--- src/sv/spq_pkg.sv ---
package spq_pkg;

  // Number of cells in the queue.
  localparam int unsigned CAPACITY = 16;
  // Width of the entry count, which must hold CAPACITY itself.
  localparam int unsigned CNT_W = $clog2(CAPACITY + 1);

  typedef enum logic [1:0] {
    CMD_ENQUEUE = 2'd0,
    CMD_DEQUEUE = 2'd1,
    CMD_PEEK    = 2'd2,
    CMD_CLEAR   = 2'd3
  } command_t;

  typedef enum logic [1:0] {
    ST_OK    = 2'd0,
    ST_EMPTY = 2'd1,
    ST_FULL  = 2'd2,
    ST_RSVD  = 2'd3
  } status_t;

  typedef struct packed {
    logic [1:0]         command;
    logic signed [31:0] item_data;
    logic signed [31:0] item_priority;
  } in_t;

  typedef struct packed {
    logic signed [31:0] result_data;
    logic [1:0]         status;
    logic               queue_empty;
  } out_t;

  // Broadcast from the top level to every cell in the chain.
  typedef struct packed {
    logic               enq;
    logic               deq;
    logic signed [31:0] data;
    logic signed [31:0] prio;
  } cell_ctl_t;

endpackage

--- src/sv/spq_cell.sv ---
module spq_cell (
  input  logic               clk,
  input  spq_pkg::cell_ctl_t ctl,
  input  logic               occupied,
  input  logic               left_ge,
  input  logic signed [31:0] left_data,
  input  logic signed [31:0] left_prio,
  input  logic signed [31:0] right_data,
  input  logic signed [31:0] right_prio,
  output logic               ge,
  output logic signed [31:0] data,
  output logic signed [31:0] prio
);

  logic signed [31:0] data_next;
  logic signed [31:0] prio_next;

  // This entry stays ahead of a new item when its priority is at least as high.
  assign ge = occupied && (prio >= ctl.prio);

  // An enqueue keeps, takes the new item, or takes the left neighbor's entry;
  // a dequeue moves every entry one cell toward the front.
  always_comb begin
    data_next = data;
    prio_next = prio;
    if (ctl.enq) begin
      if (!ge) begin
        if (left_ge) begin
          data_next = ctl.data;
          prio_next = ctl.prio;
        end else begin
          data_next = left_data;
          prio_next = left_prio;
        end
      end
    end else if (ctl.deq) begin
      data_next = right_data;
      prio_next = right_prio;
    end
  end

  always_ff @(posedge clk) begin
    data <= data_next;
    prio <= prio_next;
  end

endmodule

--- src/sv/spq_out_fifo.sv ---
module spq_out_fifo (
  input  logic          clk,
  input  logic          rst,
  input  logic          push,
  input  spq_pkg::out_t push_beat,
  output logic          full,
  output logic          out_valid,
  input  logic          out_stall,
  output spq_pkg::out_t out_item
);

  spq_pkg::out_t e0;
  spq_pkg::out_t e1;
  logic [1:0]    cnt;
  logic          pop;

  assign pop       = (cnt != 2'd0) && !out_stall;
  assign full      = (cnt == 2'd2);
  assign out_valid = (cnt != 2'd0);
  assign out_item  = e0;

  // Two-entry skid buffer: the head is always the oldest beat.
  always_ff @(posedge clk) begin
    if (rst) begin
      cnt <= 2'd0;
    end else begin
      case ({push, pop})
        2'b10: begin
          if (cnt == 2'd0) begin
            e0 <= push_beat;
          end else begin
            e1 <= push_beat;
          end
          cnt <= cnt + 2'd1;
        end
        2'b01: begin
          e0  <= e1;
          cnt <= cnt - 2'd1;
        end
        2'b11: begin
          if (cnt == 2'd1) begin
            e0 <= push_beat;
          end else begin
            e0 <= e1;
            e1 <= push_beat;
          end
        end
        default: begin
        end
      endcase
    end
  end

  a_no_overflow: assert property (@(posedge clk) disable iff (rst)
    !(push && full && !pop))
    else $error("skid buffer overflow");

  a_count_range: assert property (@(posedge clk) disable iff (rst)
    cnt != 2'd3)
    else $error("skid buffer count out of range");

  a_pop_moves: assert property (@(posedge clk) disable iff (rst)
    (cnt == 2'd2 && pop) |=> (cnt == 2'd1 || cnt == 2'd2))
    else $error("skid buffer lost a beat");

endmodule

--- src/sv/sorted_priority_queue.sv ---
// Sorted priority queue, highest priority at the front, up to CAPACITY entries.
// Input channel in_valid/in_stall/in_item carries a command with data and
// priority: enqueue, dequeue, peek or clear. Each accepted beat yields exactly
// one beat on out_valid/out_stall/out_item with the front data (dequeue, peek),
// a status (ok, empty, full and dropped) and whether the queue is now empty.
// Equal priorities leave in arrival order.
// The queue is a chain of cells; every cell compares its priority with the new
// item in parallel and shifts left or right by one place in the same cycle, so
// one beat is taken per cycle unless the output buffer is full; its result is
// registered in the output skid buffer. The rate is set by the cell update plus
// the two-entry output skid buffer.
// When the receiver stalls, up to two results are held; in_stall rises only
// once both are occupied and falls as soon as one is taken.
// Synchronous reset empties the queue and the output buffer; cell contents are
// not cleared and are never read before being written.
module sorted_priority_queue (
  input  logic         clk,
  input  logic         rst,
  input  logic         in_valid,
  output logic         in_stall,
  input  spq_pkg::in_t in_item,
  output logic         out_valid,
  input  logic         out_stall,
  output spq_pkg::out_t out_item
);

  logic [spq_pkg::CNT_W-1:0] count;
  logic [spq_pkg::CNT_W-1:0] count_next;
  logic                      accept;
  logic                      is_empty;
  logic                      is_full;
  spq_pkg::cell_ctl_t        ctl;
  spq_pkg::out_t             res;
  logic                      buf_full;

  logic               ge   [spq_pkg::CAPACITY];
  logic signed [31:0] dat  [spq_pkg::CAPACITY];
  logic signed [31:0] pri  [spq_pkg::CAPACITY];

  assign in_stall = buf_full;
  assign accept   = in_valid && !buf_full;
  assign is_empty = (count == '0);
  assign is_full  = (count == spq_pkg::CNT_W'(spq_pkg::CAPACITY));

  // Command decode into the cell broadcast, the next count and the result beat.
  always_comb begin
    ctl.enq  = 1'b0;
    ctl.deq  = 1'b0;
    ctl.data = in_item.item_data;
    ctl.prio = in_item.item_priority;
    count_next = count;
    res.result_data = '0;
    res.status      = spq_pkg::ST_OK;
    if (accept) begin
      unique case (spq_pkg::command_t'(in_item.command))
        spq_pkg::CMD_ENQUEUE: begin
          if (is_full) begin
            res.status = spq_pkg::ST_FULL;
          end else begin
            ctl.enq    = 1'b1;
            count_next = count + spq_pkg::CNT_W'(1);
          end
        end
        spq_pkg::CMD_DEQUEUE: begin
          if (is_empty) begin
            res.status = spq_pkg::ST_EMPTY;
          end else begin
            ctl.deq         = 1'b1;
            res.result_data = dat[0];
            count_next      = count - spq_pkg::CNT_W'(1);
          end
        end
        spq_pkg::CMD_PEEK: begin
          if (is_empty) begin
            res.status = spq_pkg::ST_EMPTY;
          end else begin
            res.result_data = dat[0];
          end
        end
        spq_pkg::CMD_CLEAR: begin
          count_next = '0;
        end
        default: begin
        end
      endcase
    end
    res.queue_empty = (count_next == '0);
  end

  always_ff @(posedge clk) begin
    if (rst) begin
      count <= '0;
    end else begin
      count <= count_next;
    end
  end

  // The chain of cells; cell 0 is the front.
  for (genvar i = 0; i < spq_pkg::CAPACITY; i++) begin : g_cell
    logic               occ;
    logic               lge;
    logic signed [31:0] ld;
    logic signed [31:0] lp;
    logic signed [31:0] rd;
    logic signed [31:0] rp;

    assign occ = (spq_pkg::CNT_W'(i) < count);

    if (i == 0) begin : g_first
      assign lge = 1'b1;
      assign ld  = in_item.item_data;
      assign lp  = in_item.item_priority;
    end else begin : g_rest
      assign lge = ge[i-1];
      assign ld  = dat[i-1];
      assign lp  = pri[i-1];
    end

    if (i == spq_pkg::CAPACITY - 1) begin : g_last
      assign rd = dat[i];
      assign rp = pri[i];
    end else begin : g_inner
      assign rd = dat[i+1];
      assign rp = pri[i+1];
    end

    spq_cell u_cell (
      .clk        (clk),
      .ctl        (ctl),
      .occupied   (occ),
      .left_ge    (lge),
      .left_data  (ld),
      .left_prio  (lp),
      .right_data (rd),
      .right_prio (rp),
      .ge         (ge[i]),
      .data       (dat[i]),
      .prio       (pri[i])
    );
  end

  spq_out_fifo u_out (
    .clk       (clk),
    .rst       (rst),
    .push      (accept),
    .push_beat (res),
    .full      (buf_full),
    .out_valid (out_valid),
    .out_stall (out_stall),
    .out_item  (out_item)
  );

  a_count_bound: assert property (@(posedge clk) disable iff (rst)
    count <= spq_pkg::CNT_W'(spq_pkg::CAPACITY))
    else $error("entry count exceeds capacity");

  a_clear_empties: assert property (@(posedge clk) disable iff (rst)
    (accept && in_item.command == spq_pkg::CMD_CLEAR) |=> (count == '0))
    else $error("clear left entries behind");

  a_enq_grows: assert property (@(posedge clk) disable iff (rst)
    (accept && in_item.command == spq_pkg::CMD_ENQUEUE && !is_full)
      |=> (count == $past(count) + spq_pkg::CNT_W'(1)))
    else $error("enqueue did not add an entry");

  a_front_order: assert property (@(posedge clk) disable iff (rst)
    (count >= spq_pkg::CNT_W'(2)) |-> (pri[0] >= pri[1]))
    else $error("front entries out of order");

endmodule

--- config.mk ---
export PLATFORM = sky130hd
export DESIGN_NAME = sorted_priority_queue
export DESIGN_NICKNAME = d
export VERILOG_FILES = /design/src/sv/spq_pkg.sv /design/src/sv/spq_cell.sv /design/src/sv/spq_out_fifo.sv /design/src/sv/sorted_priority_queue.sv
export SDC_FILE = /design/constraint.sdc
export NUM_CORES = 2
export LEC_CHECK = 0
export BUFFER_PORTS_ARGS = -buffer_cell sky130_fd_sc_hd__buf_2
export CAP_MARGIN = 20
export CORE_MARGIN = 1.5
export CORE_UTILIZATION = 55
export DETAILED_ROUTE_END_ITERATION = 8
export GPL_ROUTABILITY_DRIVEN = 1
export PLACE_DENSITY_LB_ADDON = 0.1
export SYNTH_ARGS = -nofsm -noshare
export SYNTH_HDL_FRONTEND = slang
export SYNTH_SLANG_ARGS = --single-unit
--- constraint.sdc ---
create_clock -name clk -period 7.1 [get_ports clk]
set_input_delay 0.355 -clock clk [delete_from_list [all_inputs] [get_ports clk]]
set_output_delay 0.355 -clock clk [all_outputs]
set_load 0.01 [all_outputs]
# Yosys cells after proc, flatten, opt, wreduce, memory -nomap -nowiden
# Cells that the tools add are included.
# op_classes
addsub,4
order_cmp,32
n_eq_ne,27
n_mux,142
n_bitwise,2
n_reduce_logical,48
# op_table
cell,n
2-to-1 mux 32 bit,122
greater-or-equal comparator 32 bit,16
2-to-1 mux 35 bit,4
case mux 35 bit (3 select lines),1
case mux 35 bit (2 select lines),1
less-than comparator 4 x 5 -> 1 bit (first input constant),8
2-to-1 mux 34 bit,1
!= test 2 bit (second input constant),17
AND reduction 2 bit,16
less-than comparator 3 x 5 -> 1 bit (first input constant),4
logical AND 1 bit,18
2-to-1 mux 5 bit,3
case mux 5 bit (3 select lines),1
equality test 2 bit (second input constant),5
logical NOT 5 bit,2
less-than comparator 1 x 5 -> 1 bit (first input constant),2
less-than comparator 2 x 5 -> 1 bit (first input constant),2
case mux 2 bit (2 select lines),2
nonzero test 2 bit,4
equality test 2 x 1 -> 1 bit (second input constant),3
adder 5 x 1 -> 5 bit (second input constant),1
equality test 5 bit (second input constant),1
2-to-1 mux 1 bit,5
subtractor 5 x 1 -> 5 bit (second input constant),1
other kinds (11),15
# totals
register_bits,1101
input_bits,70

# Longest topological paths before layout
# depth
ltp_word,7
mapped_depth,13

# Cells and area by module
# Synthesis repeated with hierarchy kept, for this count alone.
# unflattened
hier_cells,6596
hier_area_um2,69003.7
# by_module_without_submodules
module,n_inst,cells_per_inst,area_per_inst_um2,seq_area_each_um2
spq_cell (g_cell[0].u_cell ...),14,395,4080.2,1921.8
spq_cell (g_cell[8].u_cell ...),2,394,4081.4,1921.8
spq_out_fifo,1,136,2770.2,2142.1
sorted_priority_queue,1,142,948.4,100.1

# Worst setup path before layout
# OpenSTA, ideal clock, no wires.
# synth_path
path_kind,input-to-reg
start,input port in_item[17] (netlist bit)
end,"register g_cell[13].u_cell.data[0], enable pin"
arrival_time_ps,7201
required_time_ps,6526
setup_slack_ps,-675
cell_stages,12
path_buffers,3
path_cell_list,clkbuf_1 -> inv_1 -> ha_1 -> a21o_1 -> a21o_1 -> a21o_1 -> a221oi_1 -> and4_1 -> o32ai_1 -> buf_2 -> buf_4 -> o21ai_0
# synth_via
elab_chain_cells,4
# synth_rtl
item,line,source
from (decl),sorted_priority_queue.sv:21,"input spq_pkg::in_t in_item,"
greater-or-equal comparator 32 bit,spq_cell.sv:19,assign ge = occupied && (prio >= ctl.prio);
logical AND 1 bit,spq_cell.sv:19,
!= test 2 bit (no source line),--,
AND reduction 2 bit (no source line),--,
to (signal assigned),spq_cell.sv:43,data <= data_next;
to (decl),spq_cell.sv:11,"output logic signed [31:0] data,"
# Every way passes these cells.
# A chain may end at the register's enable or synchronous reset.

# Final worst setup path
# layout_path
start,register g_cell[11].u_cell.prio[31]
end,"register g_cell[12].u_cell.prio[5], data pin"
# layout_via
elab_chain_cells,5
# layout_rtl
item,line,source
from (decl),spq_cell.sv:12,output logic signed [31:0] prio
from (signal assigned),spq_cell.sv:44,prio <= prio_next;
greater-or-equal comparator 32 bit,spq_cell.sv:19,
logical AND 1 bit,spq_cell.sv:19,
2-to-1 mux 32 bit,spq_cell.sv:28,if (left_ge) begin
2-to-1 mux 32 bit,spq_cell.sv:27,if (!ge) begin
2-to-1 mux 32 bit,spq_cell.sv:26,if (ctl.enq) begin
named net g_cell[12].u_cell.prio_next[5],spq_cell.sv:16,logic signed [31:0] prio_next;
to (signal assigned),spq_cell.sv:44,
to (decl),spq_cell.sv:12,
# The timed path passes the listed nets, and every way through them passes these cells. The select of a mux whose other input is x is not followed.

==> impl_metrics.env <==
export IMPL_status="completed"
export IMPL_yosysWarnings=0
export IMPL_period_needed_ns=5.238
export IMPL_die_width_um=349.6
export IMPL_routed_wl_met2_um=94920
export IMPL_fin_tns_setup_ns=0
export IMPL_avgSynthCellArea_um2=10.59
export IMPL_hold_depth=3
export IMPL_antenna_found_initial=2
export IMPL_finalInstanceArea_um2=71770
export IMPL_clk_transition_reported_paths_ns=0.06
export IMPL_synthCells=6242
export IMPL_ff2ff_path_depth=11
export IMPL_internal_power_mw=12.36
export IMPL_syn_nets=6838
export IMPL_worst_slew_margin_rel=0.09262
export IMPL_cts_setup_buffers=0
export IMPL_cp_data_arrival_time_ns=5.67
export IMPL_wl_um=203700
export IMPL_synth_edf_count=1094
export IMPL_end_kind="flop"
export IMPL_p_clk_frac=0.354
export IMPL_ys_async_sr_fraction=0
export IMPL_rsz0062_at_grt="no"
export IMPL_cts_buffers=120
export IMPL_cp_slowest_stage_delay_ns=0.76
export IMPL_clk_root_buffer_cell="clkbuf_16"
export IMPL_track_usage=0.3301
export IMPL_met1_length_um=84730
export IMPL_wl_met3_um=15340
export IMPL_crit_type="reg -> reg"
export IMPL_fillCellCount=9980
export IMPL_row_count=126
export IMPL_num_nets_final=6691
export IMPL_p_leak_nw=26.24
export IMPL_cp_required_ns=7.53
export IMPL_cts_tree="yes"
export IMPL_clock_latency_ns=0.75
export IMPL_path_cells="ha_1 -> nand4_1 -> nor4_1 -> buf_2 -> o311a_1 -> o31ai_1 -> a32oi_4 -> buf_4 -> buf_4 -> mux2i_1 -> o21ai_1"
export IMPL_switching_share=0.2939
export IMPL_critical_path_startpoint_type="flop"
export IMPL_cp_slowest_cell="buf_4"
export IMPL_die_h_um=349.6
export IMPL_dieArea_um2=122200
export IMPL_hold_end="g_cell[15].u_cell.data[29]$_DFFE_PP_"
export IMPL_synthTopCellsByCount="1222 x nand2_1, 1094 x edfxtp_1, 641 x mux2i_1"
export IMPL_path_max_fanout=33
export IMPL_power_density_nw_per_um2=244.0
export IMPL_grt_pass1_wl_um=307100
export IMPL_max_freq_ghz=0.1909
export IMPL_cts_htree_levels=3
export IMPL_io_pins=107
export IMPL_skew_ns=0.04182
export IMPL_portBuffers=106
export IMPL_switchingPower_mw=5.146
export IMPL_syn2layout_area_growth_pct=8.613
export IMPL_finalMaxSlewViolations=0
export IMPL_first_iter_violations=5189
export IMPL_r2r_start="g_cell[11].u_cell.prio[31]$_DFFE_PP_"
export IMPL_worst_path_most_repeated_cell="buf_4"
export IMPL_grt_max_degree=296
export IMPL_synthDistinctLibCells=72
export IMPL_grt_pass1_vias=48850
export IMPL_gr_total_overflow=0
export IMPL_synth_area_top_cells="edfxtp_1 50%, ha_1 10%, mux2i_1 9.7%"
export IMPL_pwr_share_comb=0.173
export IMPL_cts_num_sinks=1101
export IMPL_initial_core_util=0.5574
export IMPL_seqPwrFrac=0.473
export IMPL_yosysMostFrequentCell="nand2_1"
export IMPL_maxCapViolations=0
export IMPL_drive_above_1_share=0.06717
export IMPL_ant_nets=0
export IMPL_fin_crit_sh=0.7378
export IMPL_hp_start="in_item[61]"
export IMPL_synth_main_ff_cell="edfxtp_1"
export IMPL_detailed_place_hpwl_um=130900
export IMPL_maxUsedRoutingLayer="met5"
export IMPL_reg2reg_slack_ns=1.86
export IMPL_ys_seq_elements=1101
export IMPL_syn_area_um2=66080
export IMPL_cp_startpoint="g_cell[11].u_cell.prio[31]$_DFFE_PP_"
export IMPL_peakVddDrop_uv=229.3
export IMPL_synth_top_area_cell="edfxtp_1"
export IMPL_via_per_inst=6.456
export IMPL_hold_viol=0
export IMPL_drc=0
export IMPL_hp_class="in -> reg"
export IMPL_num_vias=50330
export IMPL_placed_area_um2=67860
export IMPL_clock_tree_buffer_depth=3
export IMPL_finalSetupViolCount=0
export IMPL_drt_pass1_iterations=6
export IMPL_wl_per_cell_um=26.13
export IMPL_core_area_um2=118600
export IMPL_finalWeightedCongestion=0.9978
export IMPL_synthDominantCellAreaShare=0.4971
export IMPL_r2r_end="g_cell[12].u_cell.prio[5]$_DFFE_PP_"
export IMPL_tightest_slew_ns=1.361
export IMPL_ys_seq_area_frac=0.4993
routing by layer:
layer  vias up  GRT usage
met5         -          0
met4         2     0.1296
met3       397    0.05342
met2      1922     0.5347
met1     24790     0.4446
li1      23220          -
per-stage QoR:
| step | setup WS, ns | hold WS, ns | power (mW) | util | cells |
|---|---|---|---|---|---|
| after global routing | 1.826 | 0.1215 | 18.16 | 0.6054 | 7794 |
| final | 1.862 | 0.1412 | 17.51 | 0.6054 | 7796 |
| after CTS | 2.008 | 0.1016 | 17.52 | 0.6047 | 7789 |
| after global placement | 0.7982 | 0.5022 | 11.29 | 0.5721 | 7564 |
| after detailed placement | 1.338 | 0.5161 | 11.39 | 0.5724 | 7568 |
| after floorplan | 0.8766 | 0.4942 | 10.31 | - | 6242 |
power groups by stage:
stage	Combinational [mW]	Sequential, mW	Clock [mW]
after detailed placement	2.98	8.41	0
after CTS	2.98	8.28	6.27
final	3.03	8.28	6.20
after global placement	2.89	8.40	0
after floorplan	1.97	8.34	0
after global routing	3.34	8.33	6.50
cell usage in the layout, fill, tap and decap left out, drive strengths merged, types with 8 or more instances in the layout:
cell     count
nor4        19
o31ai        8
buf        195
nor2b       23
ha         526
nor2        52
o21ai      704
a211oi      17
nand2b      12
clkinv      62
bufinv       9
nand4      104
inv         71
a22o        36
mux2i      641
nand3      373
and4         9
a21o       119
and2        35
a2bb2oi     63
nand2     1222
edfxtp    1094
o211ai     329
and3         9
nor3        21
clkbuf     144
a21oi      183
how the worst max path moves through the flow:
stage | to | slack (ns) | depth (start not counted)
3_3_place_gp | g_cell[12].u_cell.prio[0]$_DFFE_PP_ | 0.80 | 12
3_5_place_dp | g_cell[12].u_cell.data[26]$_DFFE_PP_ | 1.34 | 13
2_1_floorplan | g_cell[15].u_cell.data[0]$_DFFE_PP_ | 0.88 | 9
5_1_grt | g_cell[12].u_cell.prio[5]$_DFFE_PP_ | 1.83 | 11
4_1_cts | g_cell[12].u_cell.prio[5]$_DFFE_PP_ | 2.01 | 11
6_report | g_cell[12].u_cell.prio[5]$_DFFE_PP_ | 1.86 | 11
cells by family after synthesis:
group | count (synthesis) | share of synthesized area
simple gates | 1899 | 0.1251
compound gates | 1535 | 0.1441
flops | 1101 | 0.4993
mux | 642 | 0.09726
buf+inv | 535 | 0.03414
fa+ha+maj | 526 | 0.09959
xor+xnor | 4 | 0.0005301
state kept, by name, indices dropped and copies added (netlist names):
| name | count |
|---|---|
| u_out.e1 | 35 |
| g_cell.u_cell.prio | 512 |
| g_cell.u_cell.data | 512 |
| count | 5 |
| u_out.out_item | 35 |
| u_out.cnt | 2 |
critical path, delay by kind of cell (launching register included):
kind	cells	cell delay, ns
compound gates	4	0.86
fa+ha+maj	1	0.56
buf+inv	3	1.76
flops	1	0.43
mux	1	0.26
simple gates	2	0.94
timing repair:
item,4_1_cts,5_1_grt
endpoints found under the setup margin,0,0
endpoints found under the hold margin,7,0
gates resized for setup,0,0
hold buffers,1,0
final cells by class:
type / instances / area (µm²) / area share
Sequential cell: 1101 / 32990 / 0.4597
Inverter: 70 / 262.8 / 0.003661
Clock inverter: 76 / 695.7 / 0.009692
Tap cell: 1600 / 2002 / 0.02789
Antenna cell: 3 / 7.507 / 0.0001046
Timing Repair Buffer: 196 / 1456 / 0.02029
Clock buffer: 144 / 3114 / 0.04339
Multi-Input combinational cell: 4606 / 31240 / 0.4353
(Power assumes the default switching activity.)
